`config.mk`:
```
export PLATFORM = sky130hd
export DESIGN_NAME = sftt_front
export DESIGN_NICKNAME = d
export VERILOG_FILES = /design/src/rtl/core/sftt_pkg.sv /design/src/rtl/core/sftt_front.sv
export SDC_FILE = /design/constraint.sdc
export NUM_CORES = 1
export LEC_CHECK = 0
export ABC_AREA = 1
export ABC_CLOCK_PERIOD_IN_PS = 3300
export BUFFER_PORTS_ARGS = -buffer_cell sky130_fd_sc_hd__buf_4
export CORE_UTILIZATION = 51
export DETAILED_ROUTE_END_ITERATION = 8
export PLACE_DENSITY = 0.78
export SKIP_LAST_GASP = 1
export SLEW_MARGIN = 20
export SYNTH_ARGS = -nofsm -noshare
export SYNTH_HDL_FRONTEND = slang
export SYNTH_SLANG_ARGS = --single-unit
```
`constraint.sdc`:
```
create_clock -name clock -period 3.3 [get_ports clock]
set_input_delay 0.825 -clock clock [delete_from_list [all_inputs] [get_ports clock]]
set_output_delay 0.825 -clock clock [all_outputs]
set_load 0.02 [all_outputs]
```
`src/rtl/core/sftt_pkg.sv`:
```
// shared types and constants for the sparse triplet transpose unit
package sftt_pkg;
   localparam int MaxEntries = 1024;
   localparam int MaxCols    = 64;
   localparam int AddrW      = $clog2(MaxEntries);
   localparam int CntW       = $clog2(MaxEntries + 1);
   localparam int ColW       = (MaxCols > 1) ? $clog2(MaxCols) : 1;
   localparam int TripW      = 48;
   localparam int QDepth     = 4;
   localparam int QAddrW     = $clog2(QDepth);

   typedef enum logic {
      KIND_LOAD = 1'b0,
      KIND_READ = 1'b1
   } kind_type;

   typedef struct packed {
      kind_type    kind;
      logic [7:0]  in_row;
      logic [7:0]  in_col;
      logic signed [31:0] in_value;
      logic        in_last;
   } req_type;

   typedef struct packed {
      logic        out_valid;
      logic [7:0]  out_row;
      logic [7:0]  out_col;
      logic signed [31:0] out_value;
      logic        out_last;
      logic        out_dropped;
   } rsp_type;

   // classified item passed from front to back
   typedef struct packed {
      kind_type    kind;
      logic        keep;
      logic [7:0]  row;
      logic [7:0]  col;
      logic [31:0] value;
      logic        last;
   } cmd_type;
endpackage

```
`src/rtl/core/sftt_front.sv`:
```
// front end: column range check and command queue
module sftt_front (
   input  logic                     clock,
   input  logic                     reset,
   input  logic [6:0]               csr_wdata,
   input  logic                     csr_we,
   input  logic                     req_push,
   input  sftt_pkg::req_type        req_data,
   output logic                     req_full,
   output sftt_pkg::cmd_type        cmd_data,
   output logic                     cmd_valid,
   input  logic                     cmd_take
);
   import sftt_pkg::*;

   logic [6:0]  cols_ff;
   cmd_type     q_ff [QDepth];
   logic [QAddrW-1:0] wp_ff, rp_ff;
   logic [QAddrW:0]   cnt_ff;
   cmd_type     cmd_in;
   logic        push_ok;

   always_comb begin
      cmd_in.kind  = req_data.kind;
      cmd_in.row   = req_data.in_row;
      cmd_in.col   = req_data.in_col;
      cmd_in.value = req_data.in_value;
      cmd_in.last  = req_data.in_last;
      cmd_in.keep  = (req_data.in_col != 8'd0) && ({1'b0, cols_ff} >= req_data.in_col)
                     && (32'(req_data.in_col) <= 32'(MaxCols));
   end

   assign req_full  = (cnt_ff == (QAddrW+1)'(QDepth));
   assign push_ok   = req_push && !req_full;
   assign cmd_valid = (cnt_ff != '0);
   assign cmd_data  = q_ff[rp_ff];

   always_ff @(posedge clock) begin
      if (reset) begin
         cols_ff <= 7'd64;
         wp_ff   <= '0;
         rp_ff   <= '0;
         cnt_ff  <= '0;
      end else begin
         if (csr_we) cols_ff <= csr_wdata;
         if (push_ok) wp_ff <= wp_ff + 1'b1;
         if (cmd_take) rp_ff <= rp_ff + 1'b1;
         cnt_ff <= cnt_ff + (QAddrW+1)'(push_ok) - (QAddrW+1)'(cmd_take);
      end
      if (push_ok) q_ff[wp_ff] <= cmd_in;
   end
endmodule

```
==> run_summary.xml <==
<?xml version="1.0" encoding="UTF-8"?>
<metrics>
  <group name="cells_and_area">
    <metric name="instances_no_fill" unit="">976</metric>
    <metric name="nNetsFinal" unit="">820</metric>
    <metric name="layout_commonest_cell" unit="">sky130_fd_sc_hd__edfxtp_1</metric>
    <metric name="syn2layout_area_growth" unit="%">20.4</metric>
    <metric name="post_route_cells_drive_above_1_share" unit="%">22.1</metric>
    <metric name="number_of_inserted_diodes" unit="">0</metric>
    <metric name="layout.cells.most_common_list" unit="">204 x sky130_fd_sc_hd__edfxtp_1, 125 x sky130_fd_sc_hd__buf_4, 123 x sky130_fd_sc_hd__nor2_1</metric>
  </group>
  <group name="power_and_ir_drop">
    <metric name="p_sw" unit="mW">1.80</metric>
    <metric name="seq_power_share" unit="%">49.6</metric>
    <metric name="power.density_cell_area" unit="nW/um^2">682</metric>
    <metric name="leakagePower" unit="nW">3.77</metric>
    <metric name="internal_power" unit="mW">5.20</metric>
    <metric name="sw_frac_of_total" unit="%">25.7</metric>
    <metric name="comb_power_share" unit="%">16.0</metric>
    <metric name="vdd_drop_max" unit="V">0.000523</metric>
    <metric name="power_frac_clock" unit="%">34.3</metric>
  </group>
  <group name="synthesis">
    <metric name="yosysSeqAreaShare" unit="%">75.7</metric>
    <metric name="synthesis.area_per_instance" unit="sq um">13.6</metric>
    <metric name="synth_warnings" unit="">0</metric>
    <metric name="synth_area" unit="sq um">8520</metric>
    <metric name="syn_nets" unit="">702</metric>
    <metric name="ys_seq_elements" unit="">220</metric>
    <metric name="synthDistinctLibCells" unit="">21</metric>
    <metric name="synthesis.instances" unit="">626</metric>
  </group>
  <group name="sta">
    <metric name="worst_slew_margin_rel" unit="%">60.2</metric>
    <metric name="finClkSkew" unit="ns">0.00659</metric>
    <metric name="post-route-min-period" unit="ns">2.97</metric>
    <metric name="worst_pin_slew" unit="ns">0.597</metric>
    <metric name="final_min_period_over_clock_period" unit="%">90.1</metric>
    <metric name="final_max_slew_viol_count" unit="">0</metric>
    <metric name="setup-tns-final" unit="ns">0</metric>
    <metric name="max_freq" unit="MHz">336</metric>
    <metric name="unrepaired_setup_endpoints_after_global_routing" unit="">false</metric>
    <metric name="holdWs" unit="ns">0.436</metric>
    <metric name="final.setup.worst_slack" unit="ns">0.325</metric>
    <metric name="final_hold_viol_count" unit="">0</metric>
    <metric name="setup_viol" unit="">0</metric>
  </group>
  <group name="min_path">
    <metric name="type_of_the_most_critical_hold_path" unit="">reg2reg</metric>
    <metric name="hold_path_depth" unit="">1</metric>
    <metric name="hold_path_startpoint" unit="">rp_ff[1]</metric>
  </group>
  <group name="clocking">
    <metric name="path_clk_slew" unit="ns">0.06</metric>
    <metric name="cts_repair_resize_count" unit="">0</metric>
    <metric name="clock_sink_count" unit="">220</metric>
    <metric name="tritoncts" unit="">built</metric>
    <metric name="clock_insertion_delay_worst_skew" unit="ns">0.49</metric>
    <metric name="cts-root-to-sink-buffers" unit="">3</metric>
    <metric name="cts.repair_timing.setup_buffer_count" unit="">0</metric>
    <metric name="cts_max_level" unit="">1</metric>
    <metric name="holdBufCountCts" unit="">0</metric>
    <metric name="tritoncts.num_buffers" unit="">22</metric>
    <metric name="ctsRootBufferMaster" unit="">sky130_fd_sc_hd__clkbuf_16</metric>
  </group>
  <group name="die">
    <metric name="core-area" unit="sq um">16100</metric>
    <metric name="rows" unit="">46</metric>
    <metric name="die_height" unit="um">131</metric>
    <metric name="chipWidth" unit="um">131</metric>
    <metric name="num_io_pins" unit="">115</metric>
    <metric name="floorplan.die_area" unit="sq um">17200</metric>
    <metric name="initial_core_utilization" unit="%">52.9</metric>
  </group>
  <group name="placed_design">
    <metric name="place.detailed.hpwl" unit="um">9850</metric>
    <metric name="placed_cells" unit="">936</metric>
    <metric name="gp_congestion" unit="">0.779</metric>
    <metric name="port_buffers" unit="">114</metric>
    <metric name="place_worst_setup_slack" unit="ns">0.807</metric>
  </group>
  <group name="grt">
    <metric name="grt_pass1_wl" unit="um">27800</metric>
    <metric name="globalRouteOverflowTotal" unit="">0</metric>
    <metric name="grtUsageTotal" unit="%">20.5</metric>
    <metric name="grt_pass1_vias" unit="">5599</metric>
    <metric name="antenna_violations_before_repair" unit="">0</metric>
    <metric name="grt_max_degree" unit="">103</metric>
  </group>
  <group name="route">
    <metric name="postRouteWirelength" unit="um">17200</metric>
    <metric name="drt_iter0_drc" unit="">368</metric>
    <metric name="avgViaCountPerCell" unit="">5.47</metric>
    <metric name="remaining_drc_errors" unit="">0</metric>
    <metric name="drt_pass1_iterations" unit="">7</metric>
    <metric name="route.antenna.remaining_nets" unit="">0</metric>
    <metric name="detailroute.via_count" unit="">5338</metric>
    <metric name="wl_per_cell" unit="um">17.7</metric>
  </group>
  <group name="setup_path">
    <metric name="critical_path.startpoint_type" unit="">register</metric>
    <metric name="r2r_end" unit="">cnt_ff[2]</metric>
    <metric name="timing.setup.critical_path_class" unit="">reg2out</metric>
    <metric name="crit_path_max_fanout" unit="">102</metric>
    <metric name="reg2reg_slack" unit="ns">1.17</metric>
    <metric name="critical_path_required" unit="ns">2.47</metric>
    <metric name="worstRegToRegCells" unit="">11</metric>
    <metric name="cp-end-kind" unit="">output pin</metric>
    <metric name="timing.rr.start" unit="">cnt_ff[1]</metric>
    <metric name="crit_arrival" unit="ns">2.15</metric>
  </group>
  <group name="outcome">
    <metric name="run_status" unit="">finished, final reports clean</metric>
  </group>
  <group name="flow_run">
    <metric name="maxCapViolCount" unit="">0</metric>
  </group>
</metrics>
[power groups by stage]
stage,clock [mW],sequential [mW],combinational (mW)
floorplan,0,3.52,0.649
global placement,0,3.51,1.09
detailed placement,0,3.53,1.13
CTS,2.44,3.47,1.14
global route,2.54,3.50,1.22
finish,2.40,3.47,1.12
[through the flow]
| stage | utilization [%] | instance area (sq um) | total power, mW |
|---|---|---|---|
| 3_3_place_gp | 59.3 | 9550 | 4.61 |
| 3_5_place_dp | 59.3 | 9550 | 4.66 |
| 4_1_cts | 63.6 | 10300 | 7.05 |
| 5_1_grt | 63.6 | 10300 | 7.26 |
| 2_1_floorplan | - | 8520 | 4.17 |
| 6_report | 63.6 | 10300 | 7.00 |
[cell families (layout without fill, tap and decap cells)]
| logic type | Yosys count | in the layout | share of synthesized area, % |
|---|---|---|---|
| flip-flops | 220 | 220 | 75.7 |
| AO/OA/AOI/OAI | 170 | 170 | 10.7 |
| AND/OR/NAND/NOR | 155 | 155 | 6.95 |
| buffers and inverters | 66 | 200 | 4.41 |
| adder cells (fa/ha/maj) | 14 | 14 | 2.14 |
| XOR/XNOR | 1 | 1 | 0.103 |
[flip-flops by register name (all words and copies together) (netlist names), named ones only]
name,count
cnt_ff,3
cols_ff,7
q_ff,204
rp_ff,2
wp_ff,2
[area by class of cell]
cell class | instances | area [sq um]
flip-flops and latches | 220 | 6450
fillers | 1178 | 5860
multi-input cells | 340 | 1730
repair buffers | 127 | 978
clock buffers | 25 | 583
well taps | 216 | 270
inverters | 33 | 125
clock inverters | 15 | 121
[routing by layer]
layer  track usage [%]  vias to the layer above  routed length [um]
met1              25.0                     2553                6940
li1                  -                     2516                   -
met3              4.44                       47                1230
met5                 0                        -                   0
met4              6.60                        0                 411
met2              36.0                      222                8650
[worst max-delay path, stage by stage, from the launching register on]
cell                       delay (ns)
sky130_fd_sc_hd__dfxtp_4         0.66
sky130_fd_sc_hd__clkinv_2        0.14
sky130_fd_sc_hd__buf_12          0.25
sky130_fd_sc_hd__o21ai_0         0.24
sky130_fd_sc_hd__o22ai_1         0.11
sky130_fd_sc_hd__buf_4           0.17
[worst max-delay path by stage]
stage | start | to | cells after the start
after global placement | req_push | cnt_ff[2] | 10
after CTS | register | cmd_data[47] | 5
after detailed placement | req_push | cnt_ff[2] | 10
final | register | cmd_data[4] | 5
after global routing | register | cmd_data[1] | 5
after floorplan | req_push | q_ff[0][0] | 2
[Yosys cell counts]
cell type,instances,area (sq um)
sky130_fd_sc_hd__buf_6,13,146
sky130_fd_sc_hd__clkbuf_1,6,22.5
sky130_fd_sc_hd__nor2_1,127,477
sky130_fd_sc_hd__nand3_1,5,25.0
sky130_fd_sc_hd__inv_1,31,116
sky130_fd_sc_hd__buf_2,6,30.0
sky130_fd_sc_hd__nand2_1,21,78.8
sky130_fd_sc_hd__fa_1,1,20.0
sky130_fd_sc_hd__dfxtp_1,16,320
sky130_fd_sc_hd__ha_1,13,163
sky130_fd_sc_hd__o21ai_1,60,300
sky130_fd_sc_hd__clkbuf_2,3,15.0
sky130_fd_sc_hd__nor3_1,1,5.00
sky130_fd_sc_hd__xnor2_1,1,8.76
sky130_fd_sc_hd__edfxtp_1,204,6130
sky130_fd_sc_hd__o22ai_1,51,319
sky130_fd_sc_hd__o21ai_0,53,265
sky130_fd_sc_hd__a21oi_1,6,30.0
sky130_fd_sc_hd__inv_2,2,7.51
sky130_fd_sc_hd__buf_4,5,37.5
sky130_fd_sc_hd__nand2_2,1,6.26
Note: power is estimated with default switching activity, not from simulation.
